$ cat src/design/swtd_pkg.sv
package swtd_pkg;

  typedef enum logic [2:0] {
    KIND_TICK  = 3'd0,
    KIND_FRAME = 3'd1,
    KIND_MIC   = 3'd2,
    KIND_ACC_Z = 3'd3,
    KIND_TEMP  = 3'd4
  } kind_t;

  localparam int unsigned TICK_W  = 14;
  localparam int unsigned COUNT_W = 32;
  localparam int unsigned TS_W    = 46;
  localparam int unsigned SMP_W   = 10;

  localparam logic [7:0] TAG_TOP_MASK = 8'hc0;
  localparam logic [7:0] TAG_TICK     = 8'hc0;
  localparam logic [7:0] TAG_MIC      = 8'h00;
  localparam logic [7:0] TAG_FRAME    = 8'h60;
  localparam logic [7:0] TAG_SUB_MASK = 8'hfc;
  localparam logic [7:0] TAG_ACC_X    = 8'h84;
  localparam logic [7:0] TAG_ACC_Y    = 8'h88;
  localparam logic [7:0] TAG_ACC_Z    = 8'h8c;
  localparam logic [7:0] TAG_TEMP     = 8'h40;

endpackage

$ cat src/design/sensor_word_tag_decoder.sv
// Channel  Ports                                               Direction
// in       in_valid in_stall in_high_byte in_low_byte          word in
// out      out_valid out_stall out_kind out_sample out_timestamp  result out
//
// One word per cycle sustained while out_stall is not asserted.
// Stages: input register, then result register; tick state updates as
// a word leaves the input register.
// Reset (rst_n low, synchronous) empties both stages and zeroes tick and
// rollover count. out_stall backs up into in_stall in the same cycle.
module sensor_word_tag_decoder (
  input  logic                          clk,
  input  logic                          rst_n,
  input  logic                          in_valid,
  output logic                          in_stall,
  input  logic [7:0]                    in_high_byte,
  input  logic [7:0]                    in_low_byte,
  output logic                          out_valid,
  input  logic                          out_stall,
  output swtd_pkg::kind_t               out_kind,
  output logic [swtd_pkg::SMP_W-1:0]    out_sample,
  output logic [swtd_pkg::TS_W-1:0]     out_timestamp
);

  logic                              s1_valid_r;
  logic [7:0]                        s1_hb_r;
  logic [7:0]                        s1_lb_r;
  logic [swtd_pkg::TICK_W-1:0]       prev_tick_r;
  logic [swtd_pkg::TICK_W-1:0]       prev_tick_nxt;
  logic [swtd_pkg::COUNT_W-1:0]      count_r;
  logic [swtd_pkg::COUNT_W-1:0]      count_nxt;
  logic                              out_valid_r;
  swtd_pkg::kind_t                   kind_r;
  swtd_pkg::kind_t                   kind_nxt;
  logic [swtd_pkg::SMP_W-1:0]        sample_r;
  logic [swtd_pkg::SMP_W-1:0]        sample_nxt;
  logic [swtd_pkg::TS_W-1:0]         ts_r;
  logic [swtd_pkg::TS_W-1:0]         ts_nxt;
  logic                              has_result;
  logic                              out_free;
  logic                              s1_go;
  logic [swtd_pkg::TICK_W-1:0]       new_tick;
  logic [swtd_pkg::COUNT_W-1:0]      tick_count;
  logic [7:0]                        top;
  logic [7:0]                        sub;
  logic [swtd_pkg::TS_W-1:0]         ext_time;

  assign top      = s1_hb_r & swtd_pkg::TAG_TOP_MASK;
  assign sub      = s1_hb_r & swtd_pkg::TAG_SUB_MASK;
  assign new_tick = {s1_hb_r[5:0], s1_lb_r};
  assign ext_time = {count_r, prev_tick_r};
  assign tick_count = (new_tick < prev_tick_r) ? count_r + 1'b1 : count_r;

  always_comb begin
    has_result    = 1'b1;
    kind_nxt      = swtd_pkg::KIND_TICK;
    sample_nxt    = {s1_hb_r[1:0], s1_lb_r};
    ts_nxt        = ext_time;
    prev_tick_nxt = prev_tick_r;
    count_nxt     = count_r;
    if (top == swtd_pkg::TAG_TICK) begin
      prev_tick_nxt = new_tick;
      count_nxt     = tick_count;
      sample_nxt    = '0;
      ts_nxt        = {tick_count, new_tick};
    end else if (s1_hb_r == swtd_pkg::TAG_FRAME) begin
      kind_nxt   = swtd_pkg::KIND_FRAME;
      sample_nxt = '0;
      ts_nxt     = {{(swtd_pkg::TS_W - swtd_pkg::TICK_W - 8){1'b0}}, s1_lb_r, prev_tick_r};
    end else if (top == swtd_pkg::TAG_MIC) begin
      kind_nxt = swtd_pkg::KIND_MIC;
    end else if (sub == swtd_pkg::TAG_ACC_X || sub == swtd_pkg::TAG_ACC_Y) begin
      has_result = 1'b0;
    end else if (sub == swtd_pkg::TAG_ACC_Z) begin
      kind_nxt = swtd_pkg::KIND_ACC_Z;
    end else if (sub == swtd_pkg::TAG_TEMP) begin
      kind_nxt = swtd_pkg::KIND_TEMP;
      ts_nxt   = '0;
    end else begin
      has_result = 1'b0;
    end
  end

  assign out_free = !out_valid_r || !out_stall;
  assign s1_go    = s1_valid_r && (!has_result || out_free);
  assign in_stall = s1_valid_r && !s1_go;

  always_ff @(posedge clk) begin
    if (!rst_n) begin
      s1_valid_r  <= 1'b0;
      out_valid_r <= 1'b0;
      prev_tick_r <= '0;
      count_r     <= '0;
    end else begin
      if (!in_stall) begin
        s1_valid_r <= in_valid;
      end
      if (s1_go) begin
        prev_tick_r <= prev_tick_nxt;
        count_r     <= count_nxt;
      end
      if (out_free) begin
        out_valid_r <= s1_go && has_result;
      end
    end
  end

  always_ff @(posedge clk) begin
    if (!in_stall && in_valid) begin
      s1_hb_r <= in_high_byte;
      s1_lb_r <= in_low_byte;
    end
    if (out_free && s1_go && has_result) begin
      kind_r   <= kind_nxt;
      sample_r <= sample_nxt;
      ts_r     <= ts_nxt;
    end
  end

  assign out_valid     = out_valid_r;
  assign out_kind      = kind_r;
  assign out_sample    = sample_r;
  assign out_timestamp = ts_r;

endmodule
$ cat config.mk
export PLATFORM = sky130hd
export DESIGN_NAME = sensor_word_tag_decoder
export DESIGN_NICKNAME = d
export VERILOG_FILES = /design/src/design/swtd_pkg.sv /design/src/design/sensor_word_tag_decoder.sv
export SDC_FILE = /design/constraint.sdc
export NUM_CORES = 1
export LEC_CHECK = 0
export ABC_AREA = 1
export BUFFER_PORTS_ARGS = -buffer_cell sky130_fd_sc_hd__buf_2
export CAP_MARGIN = 20
export CORE_MARGIN = 10
export CORE_UTILIZATION = 40
export CTS_BUF_LIST = sky130_fd_sc_hd__clkbuf_8
export DETAILED_ROUTE_END_ITERATION = 16
export SLEW_MARGIN = 20
export SYNTH_ARGS = -nofsm -noshare
export SYNTH_HDL_FRONTEND = slang
export SYNTH_SLANG_ARGS = --single-unit
$ cat constraint.sdc
create_clock -name clk -period 5.9 [get_ports clk]
set_input_delay 0 -clock clk [delete_from_list [all_inputs] [get_ports clk]]
set_output_delay 0 -clock clk [all_outputs]
set_load 0.01 [all_outputs]
### Word-level counts from Yosys, hierarchy flattened

Index checks and enable logic that the tools add are counted.

* word-level logic and storage cells: 55
* output and inout bits: 61
* input port bits: 20
* flip-flop bits (word level): 123

* add/sub/neg operators: 1
* reduce and logical (&&, ||, !) cells: 18
* multiplexer cells: 18
* magnitude comparators: 1
* equality and inequality tests: 6

Operators by type and width (count)
* $mux W46: 6
* $add A32 B1 Y32 const B: 1
* $mux W32: 1
* $eq A6 B6 Y1 const B: 3
* $lt A14 B14 Y1: 1
* $eq A8 B7 Y1 const B: 1
* $logic_not A8 Y1: 1
* $mux W1: 7
* $eq A6 B5 Y1 const B: 1
* $logic_and A1 B1 Y1: 6
* $mux W2: 3
* $logic_not A1 Y1: 5
* $reduce_or A5 Y1: 1
* $logic_or A1 B1 Y1: 3
* $mux W3: 1
* $eq A2 B2 Y1 const B: 1
* $reduce_and A2 Y1: 1
* $reduce_or A2 Y1: 1

### Longest topological paths before layout

Gate-level depths: netlist (run 1).

* depth in word-level cells: 14
* depth in mapped cells: 14

### Least setup slack after synthesis (run 1)

No wires, ideal clock.

* kind: register -> register
* from: reg s1_hb_r[7]
* to: reg kind_r[0] (netlist: out_kind[0]) (enable)
* setup slack: 1916 ps
* stages on the path, launching flop included: 8
* required time: 5424 ps
* setup time: 476 ps
* clock period less this slack: 3984 ps
* arrival time: 3508 ps
* path through: edfxtp_1 -> inv_1 -> nand2_1 -> nor3_1 -> nand2_1 -> nand3_1 -> nand2_1 -> nor2_1

* longest elaborated chain between the ends: 12
* elaborated cells between the ends (all ways): 19
* classes of those cells: eq/ne: 6; mux: 6; reduce/logical: 7

RTL lines
* start: declaration: line sensor_word_tag_decoder.sv:25 `logic [7:0] s1_hb_r;`
* start signal: assignment: line sensor_word_tag_decoder.sv:109 `s1_hb_r <= in_high_byte;`
* $eq A6 B5 Y1: line sensor_word_tag_decoder.sv:75 `end else if (sub == swtd_pkg::TAG_TEMP) begin`
* $mux W1: line sensor_word_tag_decoder.sv:75
* $mux W1: line sensor_word_tag_decoder.sv:73 `end else if (sub == swtd_pkg::TAG_ACC_Z) begin`
* $mux W1: line sensor_word_tag_decoder.sv:71 `end else if (sub == swtd_pkg::TAG_ACC_X || sub == swtd_pkg::TAG_ACC_Y) begin`
* $mux W1: line sensor_word_tag_decoder.sv:69 `end else if (top == swtd_pkg::TAG_MIC) begin`
* $mux W1: line sensor_word_tag_decoder.sv:65 `end else if (s1_hb_r == swtd_pkg::TAG_FRAME) begin`
* $mux W1 *: line sensor_word_tag_decoder.sv:60 `if (top == swtd_pkg::TAG_TICK) begin`
* $logic_not A1 Y1: line sensor_word_tag_decoder.sv:84 `assign s1_go = s1_valid_r && (!has_result || out_free);`
* $logic_or A1 B1 Y1: line sensor_word_tag_decoder.sv:84
* $logic_and A1 B1 Y1: line sensor_word_tag_decoder.sv:84
* $logic_and A1 B1 Y1: line sensor_word_tag_decoder.sv:112 `if (out_free && s1_go && has_result) begin`
* $logic_and A1 B1 Y1 *: line sensor_word_tag_decoder.sv:112
* end signal: assignment: line sensor_word_tag_decoder.sv:113 `kind_r <= kind_nxt;`
* end: declaration: line sensor_word_tag_decoder.sv:32 `swtd_pkg::kind_t kind_r;`

Every way passes the cells marked *; elsewhere a longest branch is shown, timed or not.
A chain may end at the register's enable or synchronous reset.

### Worst setup path after layout (run 1)

* from: reg s1_hb_r[6]
* to: reg count_r[4] (netlist name)

* longest elaborated chain between the ends: 11
* elaborated cells between the ends (all ways): 18
* classes of those cells: eq/ne: 6; mux: 6; reduce/logical: 6

RTL lines
* $eq A6 B5 Y1: line sensor_word_tag_decoder.sv:75
* $mux W1: line sensor_word_tag_decoder.sv:75
* $mux W1: line sensor_word_tag_decoder.sv:73
* $mux W1: line sensor_word_tag_decoder.sv:71
* $mux W1: line sensor_word_tag_decoder.sv:69
* $mux W1: line sensor_word_tag_decoder.sv:65
* $mux W1: line sensor_word_tag_decoder.sv:60
* $logic_not A1 Y1: line sensor_word_tag_decoder.sv:84
* $logic_or A1 B1 Y1: line sensor_word_tag_decoder.sv:84
* $logic_and A1 B1 Y1: line sensor_word_tag_decoder.sv:84
* $reduce_and A2 Y1 (no source line) *
* end signal: assignment: line sensor_word_tag_decoder.sv:99 `count_r <= count_nxt;`
* end: declaration: line sensor_word_tag_decoder.sv:29 `logic [swtd_pkg::COUNT_W-1:0] count_r;`

Marked as above.

==> results of run 1 <==
==> through the flow <==
stage / instances / setup WS (ps)
3_5_place_dp: 1164 / 2170
4_1_cts: 1215 / 2140
6_report: 1215 / 2160
5_1_grt: 1215 / 1740
3_3_place_gp: 1164 / 2280
2_1_floorplan: 895 / 1920
==> sequential cells by signal (all words and copies together), names as in the netlist <==
register,count
out_kind,3
count_r,32
prev_tick_r,14
out_timestamp,46
out_valid,1
s1_hb_r,8
s1_valid_r,1
s1_lb_r,8
out_sample,10
==> area by class of cell <==
class                           count  area share (%)
Sequential cell                   123            40.7
Multi-Input combinational cell    635            37.6
Timing Repair Buffer              102            7.76
Inverter                          103            4.89
Tap cell                          220            3.48
Clock buffer                       17            2.96
Clock inverter                     15            2.68
==> cells in the final DEF (no fill, tap or decap), types with 2 or more instances in the layout <==
cell           instances
a211oi_1               6
nand3_1               97
o21bai_1               5
o21a_1                 9
buf_2                 80
nand2_1              326
xor2_1                10
dfxtp_1               48
o21ai_0               37
nor2_1                70
ha_1                  14
a21oi_1               32
buf_4                  3
xnor2_1                3
clkinv_2               2
inv_6                  5
nor2_4                 5
clkbuf_8              17
clkinv_4               3
inv_2                  3
nor2_2                 7
dlygate4sd3_1         19
nand2_2                6
bufinv_16              4
inv_1                 99
edfxtp_1              75
==> path summary, 6_finish.rpt <==
path	cells after the start	end
max reg2reg	7	count_r[4]$_SDFFE_PN0P_
max	7	count_r[4]$_SDFFE_PN0P_
min reg2reg	2	prev_tick_r[11]$_SDFFE_PN0P_
min	2	s1_hb_r[3]$_DFFE_PP_
==> power groups by stage <==
stage	sequential, W	combinational, W	clock [W]
2_1_floorplan	0.000992	0.000124	0
3_3_place_gp	0.000990	0.000177	0
3_5_place_dp	0.000990	0.000179	0
4_1_cts	0.000970	0.000190	0.000864
5_1_grt	0.000975	0.000215	0.000903
6_report	0.000970	0.000187	0.000851
==> synth_stat cells (all sizes together), types with 2 or more instances <==
master,count,area (um^2)
nand2,333,1270
buf,20,115
inv,102,383
o21ai,37,185
clkbuf,14,53.8
ha,14,175
nor3,2,15.0
nand3,98,495
nor2,82,355
a211oi,6,45.0
o21bai,5,37.5
dfxtp,48,961
xnor2,3,26.3
o21a,9,67.6
edfxtp,75,2250
xor2,10,87.6
a21oi,33,176
==> routing by layer <==
metal | share of wire, % | wire [um] | GRT usage [%] | vias to the layer above
met2 | 44 | 7430 | 23.8 | 129
met4 | 1.5 | 255 | 5.44 | 0
met3 | 4.7 | 791 | 3.65 | 16
li1 | - | - | - | 3055
met5 | 0 | 0 | 0 | -
met1 | 50 | 8370 | 21.2 | 2601
==> timing repair <==
item / CTS / global route
hold endpoints to repair: 19 / 0
setup buffers: 0 / 0
endpoints found under the setup margin: 0 / 0
hold buffers: 19 / 0
==> cells by family after synthesis <==
logic type | count (synthesis) | synth area share [%]
adder cells (fa/ha/maj) | 14 | 2.60
XOR/XNOR | 13 | 1.69
buffers and inverters | 137 | 8.26
AND/OR/NAND/NOR | 518 | 32.1
flip-flops | 123 | 47.8
AO/OA/AOI/OAI | 90 | 7.61
==> reports/metrics.yaml, run 1 <==
grt:
  grt_first_pass_wirelength_um: 28100
  overflow: 0
  grt_start_max_net_pins: 64
  antenna_found_initial: 0
  grt_pass1_vias: 5450
  track_usage_pct: 15.6
hold_path:
  hp-class: "in -> reg"
  worstHoldStart: "in_high_byte[3]"
floorplanning:
  coreArea_um2: 16500
  start_util_pct: 40.7
  die_h_um: 150
  die_w_um: 150
  dieArea_um2: 22400
  num_rows: 47
  io_pins: 81
outcome:
  outcome: "finished clean"
route:
  first_iter_violations: 443
  ant_nets: 0
  wire_per_inst_um: 13.9
  viasPerCell: 4.77
  vias: 5801
  wl_um: 16900
  drc: 0
  first_pass_iters: 6
logic_synthesis:
  synthArstFlopShare_pct: 0
  synth_edf_count: 75
  syn_avg_cell_area_um2: 7.52
  yosys_warnings: 0
  netlist_area_um2: 6730
  synth_seq_cells: 123
  ys_seq_area_share_pct: 47.8
  synth_ff_type: "edfxtp_1"
  syn_inst: 895
  syn_nets: 929
  synth.distinct_cells: 32
setup_path:
  crit_path_start: "s1_hb_r[6]$_DFFE_PP_"
  worstSetupPathType: "reg -> reg"
  endpoint_kind: "register"
  r2r_setup_slack_ps: 2160
  worstReg2RegStart: "s1_hb_r[6]$_DFFE_PP_"
  critPathSlowestCell: "inv_2"
  cpMostUsedCell: "inv_2"
  required_ps: 6310
  critical_path.max_fanout: 63
  path_delay_family: "buffers and inverters"
  critPathLaunchType: "register"
  crit_chain: "nand2_2, inv_2, nand3_2, inv_2, o21ai_0, o21bai_1, inv_1"
  crit_buf_inv: 3
  worst-endpoint-arrival_ps: 4150
  critPathMaxStageDelay_ps: 1010
clocking:
  cts-resized-gates: 0
  cts_max_level: 4
  worst_skew_pair.late_latency_ps: 460
  path_clk_slew_ps: 80
  numCtsBuffers: 17
  cts_root_buffer: "clkbuf_8"
  cts.sinks: 123
  tritoncts: "yes"
  clockBufferDepth: 2
sta:
  setup_tns_ps: 0
  finalHoldViolCount: 0
  hold_ws_ps: 244
  maxSlewViolCount: 0
  rsz0062_at_grt: "no"
  tightestPinTransition_ps: 1020
  post-route-period-util_pct: 63.4
  max_freq_mhz: 267
  min_period_ps: 3740
  clock_skew_ps: 9.00
  setup_violations: 0
  slew_headroom_pct: 31.8
finish:
  insertedDiodeCount: 0
  fillerInstances: 1667
  fin_util_pct: 47.8
  synthToLayoutAreaGrowth_pct: 17.4
  drive_above_1_share_pct: 14.1
  nNetsFinal: 1016
  final_area_um2: 7900
  regArea_um2: 3210
  multiInputGateArea_um2: 2970
pwr:
  power.switching_w: 0.000527
  powerDensity_nw_per_um2: 254
  pwr-share-seq_pct: 48.3
  combinationalPowerShare_pct: 9.3
  p_leak_nw: 3.53
  swShare_pct: 26.2
  internal_power_w: 0.00148
  power_frac_clock_pct: 42.4
  p_total_w: 0.00201
  vdd_ir_drop_max_uv: 133
placement:
  port-buffer-count: 80
  dpl_cell_area_um2: 7260
  place_hpwl_um: 11500
  gp_congestion: 0.947
job:
  maxCapViolCount: 0
(Power assumes the default switching activity.)
==> run 2: changes to the inputs <==
Settings changed: ABC_AREA 1 to 0.
Clock period 5.9 ns to 3.15 ns, I/O delays scaled along.
==> run 2 against run 1 <==
  * Clock skew increased by 5.4 ps
  * Clock power increased by 83%
  * Combinational power increased by 35%
  * Largest cell class unchanged
  * Critical endpoint is now out_timestamp[41]$_DFFE_PP_
  * Synthesized cell count decreased by 31%
  * Flip-flop and latch count unchanged
  * Largest power group unchanged
  * Highest routed layer unchanged
  * Sequential share of layout area increased by 3.2 points
==> reports/metrics.yaml, run 2 <==
clocking:
  path_clk_slew_ps: 80
  cts-resized-gates: 0
  cts.sinks: 123
  numCtsBuffers: 17
  tritoncts: "yes"
  cts_root_buffer: "clkbuf_8"
  clockBufferDepth: 2
  cts_max_level: 4
  worst_skew_pair.late_latency_ps: 450
sta:
  setup_tns_ps: 0
  max_freq_mhz: 358
  clock_skew_ps: 14.4
  tightestPinTransition_ps: 1020
  finalHoldViolCount: 0
  post-route-period-util_pct: 88.8
  slew_headroom_pct: 31.7
  setup_violations: 0
  rsz0062_at_grt: "no"
  maxSlewViolCount: 0
  min_period_ps: 2800
logic_synthesis:
  netlist.area_leader.share_pct: 37.2
  synth_edf_count: 75
  syn_nets: 650
  synth_common_cells: "nand2_1, edfxtp_1, a21oi_1, dfxtp_1, clkbuf_1"
  yosys_warnings: 0
  netlist_area_um2: 6050
  synth_seq_cells: 123
  ys_seq_area_share_pct: 53.1
  synth_area_leaders: "edfxtp_1, dfxtp_1, a21oi_1"
  synthArstFlopShare_pct: 0
  synth_ff_type: "edfxtp_1"
  synthMostInstantiatedCell: "nand2_1"
  syn_inst: 616
  syn_avg_cell_area_um2: 9.82
  synth_top_area_cell: "edfxtp_1"
  synth.distinct_cells: 53
finish:
  drive_above_1_share_pct: 19.7
  fillerInstances: 1369
  synthToLayoutAreaGrowth_pct: 21.0
  nNetsFinal: 742
  layout_common_cells: "nand2_1, buf_2, edfxtp_1, a21oi_1, dfxtp_1"
  insertedDiodeCount: 0
  largest_reg_flops: 46
  instances_no_fill: 905
  layout_commonest_cell: "nand2_1"
grt:
  overflow: 0
  grt_pass1_vias: 5085
  track_usage_pct: 16.0
  grt_start_max_net_pins: 69
  grt_first_pass_wirelength_um: 26100
  antenna_found_initial: 0
setup_path:
  critPathLaunchType: "register"
  worstSetupPathType: "reg -> reg"
  critPathSlowestCell: "edfxtp_1"
  crit_chain: "ha_1, a21oi_1, nand2_1, a211o_1, a21o_2, buf_12, or3_1, o31ai_1"
  r2r_setup_slack_ps: 350
  endpoint_kind: "register"
  crit_path_start: "s1_hb_r[4]$_DFFE_PP_"
  worstReg2RegStart: "s1_hb_r[4]$_DFFE_PP_"
  critical_path.max_fanout: 68
  required_ps: 3410
  critPathMaxStageDelay_ps: 460
  worst-endpoint-arrival_ps: 3050
job:
  maxCapViolCount: 0
route:
  vias: 5204
  wire_per_inst_um: 17.4
  wl_um: 15800
  viasPerCell: 5.75
  first_iter_violations: 395
  first_pass_iters: 5
  drc: 0
  ant_nets: 0
pwr:
  swShare_pct: 23.0
  p_total_w: 0.00358
  combinationalPowerShare_pct: 7.0
  vdd_ir_drop_max_uv: 307
  powerDensity_nw_per_um2: 489
  internal_power_w: 0.00276
  p_leak_nw: 2.61
  power_frac_clock_pct: 43.6
  power.switching_w: 0.000822
  pwr-share-seq_pct: 49.3
floorplanning:
  coreArea_um2: 14700
  die_w_um: 143
  die_h_um: 143
  dieArea_um2: 20400
  num_rows: 44
  io_pins: 81
  start_util_pct: 41.1
outcome:
  outcome: "finished clean"
placement:
  placed_cells: 853
  gp_congestion: 0.903
  port-buffer-count: 80
  place_hpwl_um: 10300
hold_path:
  hp-class: "in -> reg"
  worstHoldStart: "in_high_byte[7]"
## run 2: cells by family (layout without fill, tap and decap cells)
family,count (synthesis),in the layout,share of synthesized area (%)
DFF,123,123,53.1
and+or+nand+nor,227,227,19.7
adders and majority gates,14,14,2.90
xor gates and xnor gates,7,7,1.01
AOI/OAI and AO/OA,175,175,18.6
muxes,2,2,0.352
buffers and inverters,68,173,4.32
## run 2: per-stage QoR
step / util [%] / setup WS, ps / hold WS, ps / area [um^2]
6_report: 49.8 / 354 / 252 / 7320
4_1_cts: 49.8 / 380 / 226 / 7320
5_1_grt: 49.8 / 144 / 244 / 7320
2_1_floorplan: - / 224 / 98.9 / 6060
3_5_place_dp: 45.4 / 407 / 179 / 6680
3_3_place_gp: 45.4 / 497 / 178 / 6680
## run 2: layer usage
layer	GRT usage, %	share of wire [%]	wire length (um)
met1	20.4	46	7210
met2	25.0	46	7260
met3	4.94	6.8	1080
met4	5.92	1.4	217
met5	0	0	0
## run 2: final timing paths
path                                  endpoint  cells after the start
setup / recovery   out_timestamp[41]$_DFFE_PP_                      8
setup reg to reg   out_timestamp[41]$_DFFE_PP_                      8
hold / removal            s1_hb_r[7]$_DFFE_PP_                      2
hold reg to reg   prev_tick_r[13]$_SDFFE_PN0P_                      2
## run 2: area by class of cell
cell class / count / area, um^2 / share of cell area [%]
flip-flops and latches: 123 / 3210 / 43.9
clock inverters: 15 / 205 / 2.80
multi-input cells: 425 / 2600 / 35.5
clock buffers: 17 / 234 / 3.20
repair buffers: 119 / 756 / 10.3
inverters: 22 / 82.6 / 1.13
well taps: 184 / 230 / 3.15
## run 2: what timing repair did
item	in CTS	in global routing
setup endpoints to repair	0	0
hold endpoints to repair	23	0
buffers inserted	0	0
hold buffers	20	0
## run 2: power groups by stage
stage / clock [W] / sequential, W / combinational [W]
after floorplan: 0 / 0.00181 / 0.000132
after global routing: 0.00166 / 0.00177 / 0.000281
after detailed placement: 0 / 0.00180 / 0.000233
after CTS: 0.00160 / 0.00177 / 0.000253
after global placement: 0 / 0.00180 / 0.000228
final: 0.00156 / 0.00177 / 0.000252
## run 2: worst max-delay path, delay by kind of cell (launching register included)
family                   cells  cell delay (ps)
buffers and inverters        1              180
AND/OR/NAND/NOR              2              500
adder cells (fa/ha/maj)      1              350
flip-flops                   1              460
AO/OA/AOI/OAI                4             1100
==> run 3: changes to the inputs <==
Settings changed: CELL_PAD_IN_SITES_DETAIL_PLACEMENT from default to 1, CELL_PAD_IN_SITES_GLOBAL_PLACEMENT from default to 1, PLACE_DENSITY_LB_ADDON from default to 0.1.
==> run 3 against run 2 <==
  * Combinational power up 2%
  * Largest power group unchanged
  * Clock power shrank 18%
  * Total power down 7.7%
  * Clock-buffer cell count up 1
  * Via count up 0.42%
  * Sequential share of layout area increased by 0.42 points
  * First-iteration DRC count is 13% lower
  * Largest cell class unchanged
  * Critical path type unchanged
  * Non-clock buffer count up 1
  * Wire length increased by 12%
  * Clock skew increased by 5.6 ps
==> reports/metrics.yaml, run 3 (same netlist as run 2, synthesis figures left out) <==
setup_path:
  endpoint_kind: "register"
  critPathMaxStageDelay_ps: 470
  worstReg2RegStart: "s1_lb_r[5]$_DFFE_PP_"
  critPathSlowestCell: "edfxtp_1"
  required_ps: 3320
  ff2ff_path_depth: 8
  critPathLaunchType: "register"
  path_delay_family: "compound AO/OA/AOI/OAI gates"
  worstSetupPathType: "reg -> reg"
  cp.depth: 8
  regToRegEndpoint: "out_timestamp[24]$_DFFE_PP_"
  endpoint: "out_timestamp[24]$_DFFE_PP_"
  crit_path_start: "s1_lb_r[5]$_DFFE_PP_"
  r2r_setup_slack_ps: 220
  crit_buf_inv: 1
  critical_path.max_fanout: 19
  worst-endpoint-arrival_ps: 3100
  crit_chain: "ha_1, a211o_1, a21oi_1, o211ai_1, a21o_2, buf_4, o311ai_0, o31ai_1"
clocking:
  clockBufferDepth: 2
  cts-resized-gates: 0
  cts_max_level: 4
  cts_root_buffer: "clkbuf_8"
  tritoncts: "yes"
  path_clk_slew_ps: 90
  numCtsBuffers: 17
  worst_skew_pair.late_latency_ps: 460
  cts.sinks: 123
pwr:
  p_leak_nw: 2.57
  powerDensity_nw_per_um2: 456
  vdd_ir_drop_max_uv: 264
  p_total_w: 0.00330
hold_path:
  worstHoldStart: "in_low_byte[7]"
  whs_path_depth: 2
  hp-class: "in -> reg"
route:
  ant_nets: 0
  wl_um: 17700
  viasPerCell: 5.77
  vias: 5226
  first_iter_violations: 345
  wire_per_inst_um: 19.5
  first_pass_iters: 4
  drc: 0
finish:
  layout_commonest_cell: "nand2_1"
  regArea_um2: 3210
  insertedDiodeCount: 0
  synthToLayoutAreaGrowth_pct: 19.8
  multiInputGateArea_um2: 2600
  fillerInstances: 1646
  drive_above_1_share_pct: 19.8
  layout_common_cells: "nand2_1, buf_2, edfxtp_1, a21oi_1, dfxtp_1"
  nNetsFinal: 743
  largest_reg_flops: 46
floorplanning:
  io_pins: 81
  die_w_um: 143
  start_util_pct: 41.1
  die_h_um: 143
  dieArea_um2: 20400
  num_rows: 44
  coreArea_um2: 14700
sta:
  setup_violations: 0
  setup_tns_ps: 0
  clock_skew_ps: 20.0
  tightestPinTransition_ps: 731
  min_period_ps: 2930
  maxSlewViolCount: 0
  slew_headroom_pct: 50.0
  max_freq_mhz: 342
  post-route-period-util_pct: 92.9
  finalHoldViolCount: 0
  rsz0062_at_grt: "no"
placement:
  port-buffer-count: 80
  place_hpwl_um: 11800
  gp_congestion: 0.797
grt:
  track_usage_pct: 17.8
  grt_pass1_vias: 5434
  antenna_found_initial: 0
  grt_start_max_net_pins: 49
  overflow: 0
  grt_first_pass_wirelength_um: 28800
job:
  maxCapViolCount: 0
outcome:
  outcome: "finished clean"
-- run 3: changes by cell type in the layout (fill, tap and decap cells not counted), sizes merged --
cell      delta
buf          +1
bufinv       -4
clkbuf       +1
clkinvlp     +3
-- run 3: layout make-up --
class	count	area share, %
clock buffer	18	3.42
sequential	123	44.3
tap	184	3.18
clock inverter	14	1.48
multi-input combinational	425	35.9
timing repair buffer	120	10.5
inverter	22	1.14
-- run 3: timing repair --
action / in CTS / in global routing
hold buffers: 20 / 0
buffers inserted: 0 / 0
hold endpoints to repair: 23 / 0
-- run 3: worst reg2reg max path, stage by stage, from the launching register on --
cell and delay [ps]:
edfxtp_1 470, ha_1 360, a211o_1 300, a21oi_1 120, o211ai_1 240, a21o_2 380, buf_4 250, o311ai_0 380
o31ai_1 140
-- run 3: power by group --
group          switching [W]  internal [W]
Clock               0.000650      0.000628
Combinational       0.000168     0.0000897
Sequential         0.0000256       0.00174
-- run 3: per-stage QoR --
stage | utilization (%) | std cells | worst slack, ps | hold slack [ps] | instance area, um^2
2_1_floorplan | - | 616 | 224 | 98.9 | 6060
3_3_place_gp | 45.5 | 854 | 419 | 179 | 6690
3_5_place_dp | 45.5 | 854 | 261 | 179 | 6690
4_1_cts | 49.3 | 906 | 241 | 224 | 7240
5_1_grt | 49.3 | 906 | 11.8 | 230 | 7250
6_report | 49.3 | 906 | 224 | 259 | 7250
-- run 3: worst min-delay path by stage --
stage / end / slack, ps
final: s1_lb_r[7]$_DFFE_PP_ / 260
after global routing: s1_lb_r[6]$_DFFE_PP_ / 230
after CTS: s1_lb_r[7]$_DFFE_PP_ / 220
after detailed placement: s1_lb_r[0]$_DFFE_PP_ / 180
after global placement: s1_lb_r[7]$_DFFE_PP_ / 180
after floorplan: s1_hb_r[0]$_DFFE_PP_ / 100
-- run 3: layer usage --
layer / GRT usage, % / up-vias / part of all wire, %
met5: 0 / - / 0
met4: 4.67 / 0 / 0.80
met3: 5.24 / 9 / 5.0
met2: 28.3 / 104 / 49
met1: 23.0 / 2600 / 46
li1: - / 2513 / -
